$ cat src/rtl/core/hefr_pkg.sv
`timescale 1ns / 1ps
`default_nettype none

package hefr_pkg;

    // Frame store sizing
    localparam int FRAME_BYTES_DEF = 16;
    localparam int STORE_DEPTH     = 11;   // only offsets 0..10 are ever decoded
    localparam int BUTTONS         = 16;

    // Frame lengths, end code included
    localparam int FRAME_LEN_BUTTON = 12;
    localparam int FRAME_LEN_TOUCH  = 10;
    localparam int FRAME_LEN_STATE  = 5;

    localparam logic [7:0] STATE_ON_CHAR = 8'h31;  // '1'

    // Configuration port
    localparam int CFG_IDX_W  = 3;
    localparam int CFG_DATA_W = 8;

    localparam logic [7:0] END_CODE_RST          = 8'd10;
    localparam logic [7:0] CLICK_CODE_RST        = 8'd67;
    localparam logic [7:0] DOUBLE_CLICK_CODE_RST = 8'd68;
    localparam logic [7:0] PRESS_START_CODE_RST  = 8'd76;
    localparam logic [7:0] PRESS_END_CODE_RST    = 8'd77;
    localparam logic [7:0] TOUCH_CODE_RST        = 8'd84;
    localparam logic [7:0] BUTTON_STATE_CODE_RST = 8'd66;

    localparam logic [CFG_IDX_W-1:0] REG_END_CODE          = 3'd0;
    localparam logic [CFG_IDX_W-1:0] REG_CLICK_CODE        = 3'd1;
    localparam logic [CFG_IDX_W-1:0] REG_DOUBLE_CLICK_CODE = 3'd2;
    localparam logic [CFG_IDX_W-1:0] REG_PRESS_START_CODE  = 3'd3;
    localparam logic [CFG_IDX_W-1:0] REG_PRESS_END_CODE    = 3'd4;
    localparam logic [CFG_IDX_W-1:0] REG_TOUCH_CODE        = 3'd5;
    localparam logic [CFG_IDX_W-1:0] REG_BUTTON_STATE_CODE = 3'd6;

    typedef enum logic [2:0] {
        KIND_NONE         = 3'd0,
        KIND_CLICK        = 3'd1,
        KIND_DOUBLE_CLICK = 3'd2,
        KIND_PRESS_START  = 3'd3,
        KIND_PRESS_END    = 3'd4,
        KIND_TOUCH        = 3'd5,
        KIND_BUTTON_STATE = 3'd6
    } t_event_kind;

    typedef struct packed {
        logic       vld;
        logic [3:0] val;
    } t_hex_digit;

    function automatic t_hex_digit hex_digit(input logic [7:0] c);
        t_hex_digit d;
        d.vld = 1'b1;
        d.val = 4'd0;
        if (c inside {[8'h30:8'h39]}) begin
            d.val = c[3:0];
        end else if (c inside {[8'h41:8'h46], [8'h61:8'h66]}) begin
            d.val = c[3:0] + 4'd9;
        end else begin
            d.vld = 1'b0;
        end
        return d;
    endfunction

    // Digits up to the first non-hex character
    function automatic logic [7:0] hex_field2(input logic [7:0] c0, input logic [7:0] c1);
        t_hex_digit d0;
        t_hex_digit d1;
        logic [7:0] r;
        d0 = hex_digit(c0);
        d1 = hex_digit(c1);
        if (!d0.vld) begin
            r = 8'h00;
        end else if (!d1.vld) begin
            r = {4'h0, d0.val};
        end else begin
            r = {d0.val, d1.val};
        end
        return r;
    endfunction

    function automatic logic [15:0] hex_field4(input logic [7:0] c0, input logic [7:0] c1,
                                               input logic [7:0] c2, input logic [7:0] c3);
        t_hex_digit d0;
        t_hex_digit d1;
        t_hex_digit d2;
        t_hex_digit d3;
        logic [15:0] r;
        d0 = hex_digit(c0);
        d1 = hex_digit(c1);
        d2 = hex_digit(c2);
        d3 = hex_digit(c3);
        if (!d0.vld) begin
            r = 16'h0000;
        end else if (!d1.vld) begin
            r = {12'h000, d0.val};
        end else if (!d2.vld) begin
            r = {8'h00, d0.val, d1.val};
        end else if (!d3.vld) begin
            r = {4'h0, d0.val, d1.val, d2.val};
        end else begin
            r = {d0.val, d1.val, d2.val, d3.val};
        end
        return r;
    endfunction

endpackage

`default_nettype wire

$ cat src/rtl/core/hefr_rx_if.sv
`timescale 1ns / 1ps
`default_nettype none

interface hefr_rx_if;
    logic       valid;
    logic       ready;
    logic [7:0] rx_byte;

    modport source (output valid, output rx_byte, input ready);
    modport sink   (input valid, input rx_byte, output ready);
endinterface

`default_nettype wire

$ cat src/rtl/core/hefr_evt_if.sv
`timescale 1ns / 1ps
`default_nettype none

interface hefr_evt_if;
    import hefr_pkg::*;

    logic        valid;
    logic        ready;
    t_event_kind event_kind;
    logic [7:0]  btn_id;
    logic [15:0] pos_x;
    logic [15:0] pos_y;
    logic [15:0] button_mask;
    logic        index_error;

    modport source (output valid, output event_kind, output btn_id, output pos_x,
                    output pos_y, output button_mask, output index_error, input ready);
    modport sink   (input valid, input event_kind, input btn_id, input pos_x,
                    input pos_y, input button_mask, input index_error, output ready);
endinterface

`default_nettype wire

$ cat src/rtl/core/hex_event_frame_receiver_top.sv
`timescale 1ns / 1ps
`default_nettype none

// Channel   Dir  Handshake          Payload
// -------   ---  -----------------  ------------------------------------------------
// i_rx      in   valid/ready        rx_byte[7:0]
// o_evt     out  valid/ready        event_kind, btn_id, pos_x, pos_y,
//                                   button_mask, index_error
// cfg       in   i_cfg_we (no wait) i_cfg_index[2:0], i_cfg_data[7:0]
//
// One request in, one result out. Throughput is one request per cycle while the result is
// not stalled; a request is taken into the input register, then its result into the result
// register. Decode is fixed-position over a register frame store, so it is combinational.
// Reset (synchronous, active low) clears the write index, held values, mask and
// restores the default type codes; frame store contents are not cleared.
// A stalled result holds; the input register, if empty, can take one more request meanwhile.

module hex_event_frame_receiver_top #(
    parameter int FRAME_BYTES = hefr_pkg::FRAME_BYTES_DEF
) (
    input  logic                             i_clk,
    input  logic                             i_rst_n,
    input  logic                             i_cfg_we,
    input  logic [hefr_pkg::CFG_IDX_W-1:0]   i_cfg_index,
    input  logic [hefr_pkg::CFG_DATA_W-1:0]  i_cfg_data,
    hefr_rx_if.sink                          i_rx,
    hefr_evt_if.source                       o_evt
);
    import hefr_pkg::*;

    localparam int IW = $clog2(FRAME_BYTES);
    localparam int SW = $clog2(STORE_DEPTH);

    localparam logic [IW-1:0] LAST_IDX   = IW'(FRAME_BYTES - 1);
    localparam logic [IW-1:0] LEN_BUTTON = IW'(FRAME_LEN_BUTTON);
    localparam logic [IW-1:0] LEN_TOUCH  = IW'(FRAME_LEN_TOUCH);
    localparam logic [IW-1:0] LEN_STATE  = IW'(FRAME_LEN_STATE);
    localparam logic [IW-1:0] STORE_LIM  = IW'(STORE_DEPTH);

    // Type code registers
    logic [7:0] r_end_code;
    logic [7:0] r_click_code;
    logic [7:0] r_double_click_code;
    logic [7:0] r_press_start_code;
    logic [7:0] r_press_end_code;
    logic [7:0] r_touch_code;
    logic [7:0] r_button_state_code;

    // Input register
    logic       r_in_valid;
    logic [7:0] r_in_byte;

    // Frame state
    logic [7:0]    r_store [STORE_DEPTH];
    logic [IW-1:0] r_wr_idx;
    logic [IW-1:0] n_wr_idx;
    logic [7:0]    r_button;
    logic [7:0]    n_button;
    logic [15:0]   r_x;
    logic [15:0]   n_x;
    logic [15:0]   r_y;
    logic [15:0]   n_y;
    logic [15:0]   r_mask;
    logic [15:0]   n_mask;

    // Result register (held values above are the rest of it)
    logic        r_out_valid;
    t_event_kind r_out_kind;
    t_event_kind n_kind;
    logic        r_out_err;
    logic        n_err;

    logic          advance;
    logic          proc;
    logic          is_end;
    logic [IW-1:0] idx_inc;
    t_event_kind   type_kind;
    logic [7:0]    fld_btn;
    logic [15:0]   fld_x_btn;
    logic [15:0]   fld_y_btn;
    logic [15:0]   fld_x_touch;
    logic [15:0]   fld_y_touch;
    logic [15:0]   mask_bit;

    assign advance    = !r_out_valid || o_evt.ready;
    assign proc       = r_in_valid && advance;
    assign i_rx.ready = !r_in_valid || advance;

    assign o_evt.valid       = r_out_valid;
    assign o_evt.event_kind  = r_out_kind;
    assign o_evt.btn_id      = r_button;
    assign o_evt.pos_x       = r_x;
    assign o_evt.pos_y       = r_y;
    assign o_evt.button_mask = r_mask;
    assign o_evt.index_error = r_out_err;

    // Field decode at fixed offsets; every offset read is below the current write slot
    // whenever the frame length matches, so no forwarding of the incoming byte is needed.
    assign fld_btn     = hex_field2(r_store[1], r_store[2]);
    assign fld_x_btn   = hex_field4(r_store[3], r_store[4], r_store[5], r_store[6]);
    assign fld_y_btn   = hex_field4(r_store[7], r_store[8], r_store[9], r_store[10]);
    assign fld_x_touch = hex_field4(r_store[1], r_store[2], r_store[3], r_store[4]);
    assign fld_y_touch = hex_field4(r_store[5], r_store[6], r_store[7], r_store[8]);
    assign mask_bit    = 16'(1) << fld_btn[3:0];

    assign idx_inc = (r_wr_idx == LAST_IDX) ? '0 : r_wr_idx + IW'(1);
    assign is_end  = (r_in_byte == r_end_code);

    // First match wins when codes are equal
    always_comb begin
        if (r_store[0] == r_click_code) begin
            type_kind = KIND_CLICK;
        end else if (r_store[0] == r_double_click_code) begin
            type_kind = KIND_DOUBLE_CLICK;
        end else if (r_store[0] == r_press_start_code) begin
            type_kind = KIND_PRESS_START;
        end else if (r_store[0] == r_press_end_code) begin
            type_kind = KIND_PRESS_END;
        end else if (r_store[0] == r_touch_code) begin
            type_kind = KIND_TOUCH;
        end else if (r_store[0] == r_button_state_code) begin
            type_kind = KIND_BUTTON_STATE;
        end else begin
            type_kind = KIND_NONE;
        end
    end

    always_comb begin
        n_wr_idx = idx_inc;
        n_kind   = KIND_NONE;
        n_err    = 1'b0;
        n_button = r_button;
        n_x      = r_x;
        n_y      = r_y;
        n_mask   = r_mask;
        if (is_end) begin
            n_wr_idx = '0;
            case (type_kind)
                KIND_CLICK, KIND_DOUBLE_CLICK, KIND_PRESS_START, KIND_PRESS_END: begin
                    if (idx_inc == LEN_BUTTON) begin
                        n_kind   = type_kind;
                        n_button = fld_btn;
                        n_x      = fld_x_btn;
                        n_y      = fld_y_btn;
                    end
                end
                KIND_TOUCH: begin
                    if (idx_inc == LEN_TOUCH) begin
                        n_kind = KIND_TOUCH;
                        n_x    = fld_x_touch;
                        n_y    = fld_y_touch;
                    end
                end
                KIND_BUTTON_STATE: begin
                    if (idx_inc == LEN_STATE) begin
                        n_kind   = KIND_BUTTON_STATE;
                        n_button = fld_btn;
                        if (fld_btn < 8'(BUTTONS)) begin
                            if (r_store[3] == STATE_ON_CHAR) begin
                                n_mask = r_mask | mask_bit;
                            end else begin
                                n_mask = r_mask & ~mask_bit;
                            end
                        end else begin
                            n_err = 1'b1;
                        end
                    end
                end
                default: begin
                    n_kind = KIND_NONE;
                end
            endcase
        end
    end

    // Configuration writes; indexes past the list are dropped
    always_ff @(posedge i_clk) begin
        if (!i_rst_n) begin
            r_end_code          <= END_CODE_RST;
            r_click_code        <= CLICK_CODE_RST;
            r_double_click_code <= DOUBLE_CLICK_CODE_RST;
            r_press_start_code  <= PRESS_START_CODE_RST;
            r_press_end_code    <= PRESS_END_CODE_RST;
            r_touch_code        <= TOUCH_CODE_RST;
            r_button_state_code <= BUTTON_STATE_CODE_RST;
        end else if (i_cfg_we) begin
            case (i_cfg_index)
                REG_END_CODE:          r_end_code          <= i_cfg_data;
                REG_CLICK_CODE:        r_click_code        <= i_cfg_data;
                REG_DOUBLE_CLICK_CODE: r_double_click_code <= i_cfg_data;
                REG_PRESS_START_CODE:  r_press_start_code  <= i_cfg_data;
                REG_PRESS_END_CODE:    r_press_end_code    <= i_cfg_data;
                REG_TOUCH_CODE:        r_touch_code        <= i_cfg_data;
                REG_BUTTON_STATE_CODE: r_button_state_code <= i_cfg_data;
                default: begin
                end
            endcase
        end
    end

    // Control state
    always_ff @(posedge i_clk) begin
        if (!i_rst_n) begin
            r_in_valid  <= 1'b0;
            r_out_valid <= 1'b0;
            r_wr_idx    <= '0;
            r_button    <= '0;
            r_x         <= '0;
            r_y         <= '0;
            r_mask      <= '0;
        end else begin
            if (i_rx.valid && i_rx.ready) begin
                r_in_valid <= 1'b1;
            end else if (proc) begin
                r_in_valid <= 1'b0;
            end
            if (advance) begin
                r_out_valid <= r_in_valid;
            end
            if (proc) begin
                r_wr_idx <= n_wr_idx;
                r_button <= n_button;
                r_x      <= n_x;
                r_y      <= n_y;
                r_mask   <= n_mask;
            end
        end
    end

    // Payload
    always_ff @(posedge i_clk) begin
        if (i_rx.valid && i_rx.ready) begin
            r_in_byte <= i_rx.rx_byte;
        end
        if (advance) begin
            r_out_kind <= n_kind;
            r_out_err  <= n_err;
        end
        // Offsets past the decoded span are never read, so they are not kept
        if (proc && (r_wr_idx < STORE_LIM)) begin
            r_store[r_wr_idx[SW-1:0]] <= r_in_byte;
        end
    end

`ifndef NO_ASSERTIONS
    a_err_only_on_state : assert property (@(posedge i_clk) disable iff (!i_rst_n)
        (r_out_valid && r_out_err) |-> (r_out_kind == KIND_BUTTON_STATE))
        else $error("index error on a non button-state result");

    a_idx_clears_on_end : assert property (@(posedge i_clk) disable iff (!i_rst_n)
        (proc && is_end) |=> (r_wr_idx == '0))
        else $error("write index not cleared after end code");

    a_idx_in_range : assert property (@(posedge i_clk) disable iff (!i_rst_n)
        r_wr_idx <= LAST_IDX)
        else $error("write index out of range");

    a_mask_only_on_state : assert property (@(posedge i_clk) disable iff (!i_rst_n)
        !(proc && (n_kind == KIND_BUTTON_STATE)) |=> $stable(r_mask))
        else $error("button mask changed outside a button-state frame");

    a_held_stable_on_stall : assert property (@(posedge i_clk) disable iff (!i_rst_n)
        (r_out_valid && !o_evt.ready) |=> ($stable(r_x) && $stable(r_y) && $stable(r_button)))
        else $error("held values changed while result stalled");
`endif

endmodule

`default_nettype wire
$ cat src/flat_wrapper.sv
// flat-port wrapper written by rule: the top's interface ports become plain ports
module hex_event_frame_receiver_top_flat import hefr_pkg::*;
#(
    parameter int FRAME_BYTES = hefr_pkg::FRAME_BYTES_DEF
)
  (i_clk, i_rst_n, i_cfg_we, i_cfg_index, i_cfg_data, i_rx_valid, i_rx_rx_byte, i_rx_ready, o_evt_valid, o_evt_event_kind, o_evt_btn_id, o_evt_pos_x, o_evt_pos_y, o_evt_button_mask, o_evt_index_error, o_evt_ready);
  hefr_rx_if i_rx_i ();
  hefr_evt_if o_evt_i ();
  input  logic i_clk;
  input  logic i_rst_n;
  input  logic i_cfg_we;
  input  logic [hefr_pkg::CFG_IDX_W-1:0] i_cfg_index;
  input  logic [hefr_pkg::CFG_DATA_W-1:0] i_cfg_data;
  input wire logic [$bits(i_rx_i.valid)-1:0] i_rx_valid;
  input wire logic [$bits(i_rx_i.rx_byte)-1:0] i_rx_rx_byte;
  output wire logic [$bits(i_rx_i.ready)-1:0] i_rx_ready;
  output wire logic [$bits(o_evt_i.valid)-1:0] o_evt_valid;
  output wire logic [$bits(o_evt_i.event_kind)-1:0] o_evt_event_kind;
  output wire logic [$bits(o_evt_i.btn_id)-1:0] o_evt_btn_id;
  output wire logic [$bits(o_evt_i.pos_x)-1:0] o_evt_pos_x;
  output wire logic [$bits(o_evt_i.pos_y)-1:0] o_evt_pos_y;
  output wire logic [$bits(o_evt_i.button_mask)-1:0] o_evt_button_mask;
  output wire logic [$bits(o_evt_i.index_error)-1:0] o_evt_index_error;
  input wire logic [$bits(o_evt_i.ready)-1:0] o_evt_ready;
  assign i_rx_i.valid = i_rx_valid;
  assign i_rx_i.rx_byte = i_rx_rx_byte;
  assign i_rx_ready = i_rx_i.ready;
  assign o_evt_valid = o_evt_i.valid;
  assign o_evt_event_kind = o_evt_i.event_kind;
  assign o_evt_btn_id = o_evt_i.btn_id;
  assign o_evt_pos_x = o_evt_i.pos_x;
  assign o_evt_pos_y = o_evt_i.pos_y;
  assign o_evt_button_mask = o_evt_i.button_mask;
  assign o_evt_index_error = o_evt_i.index_error;
  assign o_evt_i.ready = o_evt_ready;
  hex_event_frame_receiver_top #(.FRAME_BYTES(FRAME_BYTES)) u_core (.i_clk(i_clk), .i_rst_n(i_rst_n), .i_cfg_we(i_cfg_we), .i_cfg_index(i_cfg_index), .i_cfg_data(i_cfg_data), .i_rx(i_rx_i), .o_evt(o_evt_i));
endmodule
$ cat config.mk
export PLATFORM = sky130hd
export DESIGN_NAME = hex_event_frame_receiver_top_flat
export DESIGN_NICKNAME = d
export VERILOG_FILES = /design/src/rtl/core/hefr_pkg.sv /design/src/rtl/core/hefr_rx_if.sv /design/src/rtl/core/hefr_evt_if.sv /design/src/rtl/core/hex_event_frame_receiver_top.sv /design/src/flat_wrapper.sv
export SDC_FILE = /design/constraint.sdc
export NUM_CORES = 1
export LEC_CHECK = 0
export ABC_CLOCK_PERIOD_IN_PS = 5800
export BUFFER_PORTS_ARGS = -buffer_cell sky130_fd_sc_hd__buf_2
export CAP_MARGIN = 15
export CELL_PAD_IN_SITES_DETAIL_PLACEMENT = 0
export CELL_PAD_IN_SITES_GLOBAL_PLACEMENT = 2
export CORE_MARGIN = 5
export CORE_UTILIZATION = 42
export DETAILED_ROUTE_END_ITERATION = 8
export GPL_ROUTABILITY_DRIVEN = 0
export MAX_ROUTING_LAYER = met4
export PLACE_DENSITY = 0.89
export SLEW_MARGIN = 0
export SYNTH_ARGS = -nofsm -noshare
export SYNTH_HDL_FRONTEND = slang
export SYNTH_SLANG_ARGS = --single-unit
$ cat constraint.sdc
create_clock -name i_clk -period 5.8 [get_ports i_clk]
set_clock_uncertainty 0.15 [all_clocks]
set_input_delay 1.74 -clock i_clk [delete_from_list [all_inputs] [get_ports i_clk]]
set_output_delay 1.74 -clock i_clk [all_outputs]
set_load 0.03 [all_outputs]
Word level (Yosys, flattened, before mapping)
Memories as Yosys holds them, arrays and structs flattened.
Cells that the tools add are included.

word-level totals
  flip-flop bits (word level) = 130
  RAM bits = 88
  memories = 1

cells by class
  $add $sub $neg = 11
  order comparisons = 62
  equal/unequal tests = 27
  shift operators = 1
  mux-type cells = 85
  bitwise logic cells = 3
  reductions and logical operators = 63

memories
  name            words  width  rd ports  clocked after memory_dff  write ports  RTL line                            source
  u_core.r_store  11     8      11        0                         1            hex_event_frame_receiver_top.sv:54  logic [7:0] r_store [STORE_DEPTH];

operators by type and width
  operator              number
  $mux 16               21
  $ge 8x7->1 const B    20
  $le 8x7->1 const B    20
  $mux 4                22
  $ge 8x6->1 const B    10
  $le 8x6->1 const B    10
  $pmux 16 s2           2
  $eq 8x8->1            7
  $add 4x4->4 const B   10
  $logic_and 1x1->1     33
  $mux 8                4
  $mux 3                9
  $reduce_bool 2->1     13
  $mux 1                25
  $eq 3x3->1 const B    6
  $and 16x16->16        1
  $not 16->16           1
  $or 16x16->16         1
  $pmux 8 s2            1
  $shl 1x4->16 const A  1
  $reduce_and 5->1      3
  $reduce_and 2->1      7
  $eq 3x2->1 const B    4
  $eq 4x4->1 const B    3
  13 further kinds      18

Longest topological paths before layout
Gate-level depths: netlist of the first run.

  depth in word-level cells = 11
  depth in mapped cells = 11
  gate-level depth less buffers = 9

Worst setup path before layout of the first run
Ideal clock, no wire load.

  kind = input to output
  start = in o_evt_ready
  end = out i_rx_ready
  arrival time = 2.160 ns
  data required time = 3.910 ns
  path slack = 1.750 ns
  cell stages on the path = 2
  path buffers = 0
  cell sequence = nor2b_1 nand2_1

between the ends
  cells in the longest elaborated chain, start to end = 2

RTL lines
  item              RTL line                            source
  start, declared   flat_wrapper.sv:24                  input wire logic [$bits(o_evt_i.ready)-1:0] o_evt_ready;
  $logic_or 1x1->1  hex_event_frame_receiver_top.sv:85  assign advance = !r_out_valid || o_evt.ready;
  $logic_or 1x1->1  hex_event_frame_receiver_top.sv:87  assign i_rx.ready = !r_in_valid || advance;
  end, declared     flat_wrapper.sv:16                  output wire logic [$bits(i_rx_i.ready)-1:0] i_rx_ready;

Every way passes these cells.

Worst setup path after layout of the first run
Same ends and word-level chain as after synthesis.

==> flow_metrics.py, run 1 <==
metrics = {
    "synth": {
        "synth_largest_area_cell": "edfxtp_1",
        "synth_compound_area_share_pct": 20.3,
        "avgSynthCellArea_um2": 9.34,
        "ys_warn_count": 0,
        "ys_seq_elements": 218,
        "syn_area_um2": 12400,
        "ys_top_cells_by_area": "edfxtp_1 (24%), dfxtp_1 (19%), nand2_1 (6.0%)",
        "ys_async_sr_fraction_pct": 0,
        "synth_top_family_by_area": "simple AND/OR/NAND/NOR gates",
        "ys_seq_area_share_pct": 43.1,
        "synth_fa_ha_area_share_pct": 4.62,
        "synth_cell_types": 92,
        "synth_ff_type": "dfxtp_1",
        "synth-simple-area-share_pct": 20.9,
        "syn-num-nets": 1403,
        "synth_xor_area_share_pct": 4.48,
        "synth_edf_count": 100,
        "yosysTopAreaCellShare_pct": 24.1,
        "post_synth_mux_area_share_pct": 2.52,
        "syn-instance-count": 1333,
    },
    "sta": {
        "hold_viol": 0,
        "worstMarginPinSlew_ns": 1.12,
        "post-route-min-period_ns": 4.22,
        "max_slew_margin_pct": 25.3,
        "slew_viol_final": 0,
        "final.setup.tns_ns": 0,
        "finalSetupViolations": 0,
        "fin_crit_sh_pct": 72.7,
        "fmax_mhz": 237,
        "holdWs_ns": 0.309,
        "rsz0062_at_grt": "false",
    },
    "routing": {
        "vias_per_cell": 5.79,
        "avgRoutedWirePerCell_um": 20.4,
        "drt_wl_total_um": 36700,
        "drt_iter0_drc": 875,
        "drc_errors": 0,
        "via_count": 10400,
        "drtPass1Iterations": 5,
        "postRouteAntennaNets": 0,
    },
    "pwr": {
        "ir_worst_vdd_mv": 0.266,
        "finalPower_uw": 3280,
        "p_leak_uw": 0.00527,
        "power_density_nw_per_um2": 237,
    },
    "cells_and_area": {
        "area_delta_synth_final_pct": 11.3,
        "drive_above_1_share_pct": 12.9,
        "layout.nets": 1463,
        "utilization_pct": 47.0,
        "final_cell_area_um2": 13900,
        "largest_register_ffs": 88,
        "antenna_cells": 0,
    },
    "outcome": {
        "outcome": "finished clean",
    },
    "grt": {
        "grt_pass1_wl_um": 57000,
        "use_met2_pct": 33.4,
        "grtUsageMet1_pct": 31.9,
        "grt-ovfl-total": 0,
        "antenna_found_initial": 0,
        "track_usage_pct": 21.9,
        "top_usage_layer": "met2",
        "met3_usage_pct": 2.35,
        "grt_max_degree": 54,
        "grt_pass1_vias": 9825,
    },
    "flow_run": {
        "maxCapViolCount": 0,
    },
    "clock_network": {
        "cts_tree": "built",
        "cts_buffer_depth": 3,
        "clk_pin_slew_ns": 0.05,
        "htreeDepth": 1,
        "hold_buffers": 0,
        "cts_resized": 0,
        "post_cts_buffers": 0,
        "root_buffer": "clkbuf_16",
        "numCtsBuffers": 25,
        "cts_sinks": 218,
        "insertion_delay_ns": 0.52,
    },
    "floorplan": {
        "num_rows": 63,
        "pin_count": 86,
        "start_util_pct": 42.2,
        "core_um2": 29500,
        "die_y_um": 182,
        "die_width_um": 182,
        "die_area_um2": 33200,
    },
    "critical_path": {
        "crit_top_cell": "buf_2",
        "path_cells": "buf_2, nor2b_1, nand2_1, buf_2",
        "path_delay_family": "simple AND/OR/NAND/NOR gates",
        "path_class": "input pin to primary output",
        "crit_slowest_cell": "nor2b_1",
        "slowest_delay_ns": 0.21,
        "cp_data_required_time_ns": 3.91,
        "end_kind": "primary output",
        "arrival_ns": 2.33,
        "crit_path_max_fanout": 4,
        "startpoint_type": "input pin",
        "cp_num_buf_inv": 2,
    },
    "placed_design": {
        "place_hpwl_um": 25900,
        "place_area_um2": 13100,
        "io_buffer_count": 85,
    },
    "worst_hold_path": {
        "min_path_type": "flip-flop to flip-flop",
    },
}
[power breakdown]
group / leakage, uW / total (uW) / switching, uW / internal (uW)
clock: 0.000372 / 1500 / 626 / 870
combinational: 0.00302 / 118 / 78.3 / 39.7
sequential: 0.00187 / 1670 / 40.0 / 1630
[worst min-delay path: cells and delay by family (launching register included)]
family           cells  cell delay [ns]
DFF                  1             0.30
muxes                1             0.06
and+or+nand+nor      1             0.05
[path summary, 6_finish.rpt]
path	start	to	slack [ns]	cells past startpoint
worst min register to register	flip-flop	flip-flop	0.31	2
worst max register to register	u_core.r_store[0][4]$_DFFE_PP_	u_core.o_evt.pos_y[13]$_SDFFE_PN0P_	2.01	8
worst min-delay path	flip-flop	flip-flop	0.31	2
worst max-delay path	o_evt_ready	i_rx_ready	1.58	4
[logic make-up after synthesis]
group           after synthesis
compound gates              378
xor+xnor                     62
fa+ha+maj                    46
buf+inv                     100
flops                       218
mux                          31
simple gates                498
[cell usage after synthesis, drive strengths merged, types with 12 or more instances]
master / n
clkbuf: 34
nor4: 16
nand2b: 15
nor2: 57
inv: 35
a211oi: 19
o21ai: 47
mux2i: 28
and2: 22
nand2: 200
nor2b: 15
nand4: 25
nor3: 24
dfxtp: 118
ha: 46
a32oi: 27
nand3: 70
a31oi: 18
o211ai: 16
a21oi: 122
xnor2: 20
edfxtp: 100
xor2: 42
buf: 28
a21o: 12
o21bai: 12
o31ai: 32
[placed cells by master (no fill, tap or decap), types with 10 or more instances in the layout]
master	n
buf_4	12
xor2_1	40
a211oi_1	19
buf_2	85
mux2i_1	28
a31oi_1	18
a31o_2	10
o21bai_1	12
nor3_1	23
o31ai_1	32
ha_1	46
nand2b_1	15
xnor2_1	20
a21oi_1	122
dfxtp_1	118
and2_1	19
clkbuf_16	25
nor2_1	54
o211ai_1	16
a32oi_1	27
o21ai_0	46
nand2_1	198
nand4_1	24
edfxtp_1	100
nand3_1	70
a21o_1	11
inv_1	34
nor2b_1	15
[area by class of cell]
| type | instances | area [um2] |
|---|---|---|
| multi-input combinational | 1015 | 6580 |
| clock inverter | 10 | 83.8 |
| timing repair buffer | 97 | 515 |
| tap | 390 | 488 |
| inverter | 36 | 135 |
| clock buffer | 35 | 687 |
| fill | 2896 | 15600 |
| sequential | 218 | 5370 |
[routing by layer]
| layer | part of all wire, % | wire, um |
|---|---|---|
| met1 | 48 | 17600 |
| met2 | 45 | 16500 |
| met3 | 5.2 | 1890 |
| met4 | 1.8 | 646 |
| met5 | 0 | 0 |
[metrics by stage]
| step | worst slack (ns) | instances |
|---|---|---|
| after floorplan | 1.75 | 1333 |
| after global placement | 1.34 | 1755 |
| final | 1.58 | 1801 |
| after CTS | 1.58 | 1800 |
| after global routing | 1.46 | 1801 |
| after detailed placement | 1.27 | 1755 |
(Power assumes the default switching activity.)
==> run 2, diff against run 1 <==
- ABC_CLOCK_PERIOD_IN_PS: 5800 -> 4300
- CORE_UTILIZATION: 42 -> 39
- PLACE_DENSITY: 0.89 -> 0.84
- clock period: 5.8 -> 4.3 ns (I/O delays scaled with it)
==> flow_metrics.py, run 2 (synthesis results as in run 1) <==
metrics = {
    "critical_path": {
        "arrival_ns": 3.72,
        "end_kind": "flip-flop",
        "rrSetupSlack_ns": 0.83,
        "crit_path_max_fanout": 9,
        "cp_data_required_time_ns": 4.55,
        "crit_slowest_cell": "a32oi_1",
        "cp_num_buf_inv": 1,
        "slowest_delay_ns": 0.65,
        "path_cells": "inv_1, ha_1, nor3b_1, nor4_4, a32oi_1, o21ai_0, a211oi_1, nand4_1, mux2i_1",
        "startpoint_type": "flip-flop",
        "path_class": "flip-flop to flip-flop",
        "path_delay_family": "compound AO/OA/AOI/OAI gates",
    },
    "clock_network": {
        "cts_resized": 0,
        "cts_tree": "built",
        "cts_sinks": 218,
        "htreeDepth": 1,
        "clk_pin_slew_ns": 0.06,
        "insertion_delay_ns": 0.54,
        "cts_buffer_depth": 3,
        "hold_buffers": 0,
        "numCtsBuffers": 26,
        "root_buffer": "clkbuf_16",
        "post_cts_buffers": 0,
    },
    "placed_design": {
        "dpl_worst_slack_ns": 0.631,
        "io_buffer_count": 85,
        "place_hpwl_um": 27000,
        "place_inst": 1787,
    },
    "routing": {
        "via_count": 10700,
        "drc_errors": 0,
        "drtPass1Iterations": 6,
        "avgRoutedWirePerCell_um": 20.6,
        "postRouteAntennaNets": 0,
        "drt_iter0_drc": 975,
        "vias_per_cell": 5.83,
        "drt_wl_total_um": 37900,
    },
    "floorplan": {
        "start_util_pct": 39.5,
        "core_um2": 31600,
        "die_width_um": 189,
        "num_rows": 65,
        "pin_count": 86,
        "die_y_um": 189,
        "die_area_um2": 35600,
    },
    "sta": {
        "worstMarginPinSlew_ns": 0.901,
        "final.setup.tns_ns": 0,
        "max_slew_margin_pct": 39.7,
        "rsz0062_at_grt": "false",
        "finalSetupViolations": 0,
        "hold_viol": 0,
        "fin_crit_sh_pct": 80.8,
        "setup_slack_ns": 0.827,
        "slew_viol_final": 0,
        "post-route-min-period_ns": 3.47,
        "fmax_mhz": 288,
    },
    "grt": {
        "antenna_found_initial": 0,
        "grt_max_degree": 39,
        "track_usage_pct": 21.1,
        "grt-ovfl-total": 0,
        "grt_pass1_wl_um": 58300,
        "grt_pass1_vias": 9901,
    },
    "pwr": {
        "ir_worst_vdd_mv": 0.243,
        "p_leak_uw": 0.00543,
        "power_density_nw_per_um2": 334,
    },
    "flow_run": {
        "maxCapViolCount": 0,
    },
    "cells_and_area": {
        "antenna_cells": 0,
        "layout_common_cells": "nand2_1 (198), a21oi_1 (122), dfxtp_1 (118)",
        "layout.nets": 1484,
        "layout.cells.non_filler": 1836,
        "n_fill_cell": 3048,
        "largest_register_ffs": 88,
        "mostFrequentLayoutCell": "nand2_1",
        "utilization_pct": 44.8,
        "drive_above_1_share_pct": 14.4,
        "area_delta_synth_final_pct": 13.6,
    },
    "outcome": {
        "outcome": "finished clean",
    },
    "worst_hold_path": {
        "min_path_type": "flip-flop to flip-flop",
    },
}
## run 2: cell count changes in the layout (fill, tap and decap cells not counted)
cell	change
clkbuf_1	-2
clkinv_4	+1
clkbuf_4	-1
clkinvlp_2	-2
clkinv_1	+1
clkinvlp_4	+1
inv_6	-2
clkbuf_16	+2
clkinv_2	+2
bufinv_16	+3
buf_4	+20
## run 2: stage by stage
step                hold slack [ns]  power [uW]  instance area [um2]
finish                        0.304        4720                14100
CTS                           0.310        4780                14100
floorplan                     0.298        2380                12400
global route                  0.331        4890                14100
global placement              0.293        2470                13200
detailed placement            0.300        2470                13200
## run 2: power breakdown
group          switching (uW)  total (uW)  internal [uW]
clock                     884        2300           1420
sequential               26.7        2220           2200
combinational             138         200           62.1
total                    1050        4720           3680
## run 2: area by class of cell
type | count | area, um2 | area share (%)
multi-input cells | 1015 | 6580 | 46.5
flip-flops and latches | 218 | 5370 | 37.9
clock buffers | 34 | 722 | 5.10
repair buffers | 117 | 666 | 4.70
well taps | 402 | 503 | 3.55
clock inverters | 14 | 176 | 1.25
inverters | 36 | 135 | 0.955
## run 2: worst min-delay path, cell delays in order (launching register included)
cell and delay [ns]:
dfxtp_1 0.30, nand2_1 0.05, mux2i_1 0.05
## run 2: layer usage
| layer | track usage [%] | share of wire (%) | vias up |
|---|---|---|---|
| met2 | 31.9 | 45 | 331 |
| met4 | 5.72 | 2.9 | 0 |
| met5 | - | 0 | - |
| met1 | 29.9 | 47 | 5167 |
| li1 | - | - | 5139 |
| met3 | 2.82 | 5.7 | 64 |
## run 2: worst paths after layout
kind | endpoint | from | cells past startpoint
min | flip-flop | flip-flop | 2
max reg2reg | flip-flop | u_core.r_store[1][0]$_DFFE_PP_ | 9
min reg2reg | flip-flop | flip-flop | 2
max | flip-flop | u_core.r_store[1][0]$_DFFE_PP_ | 9
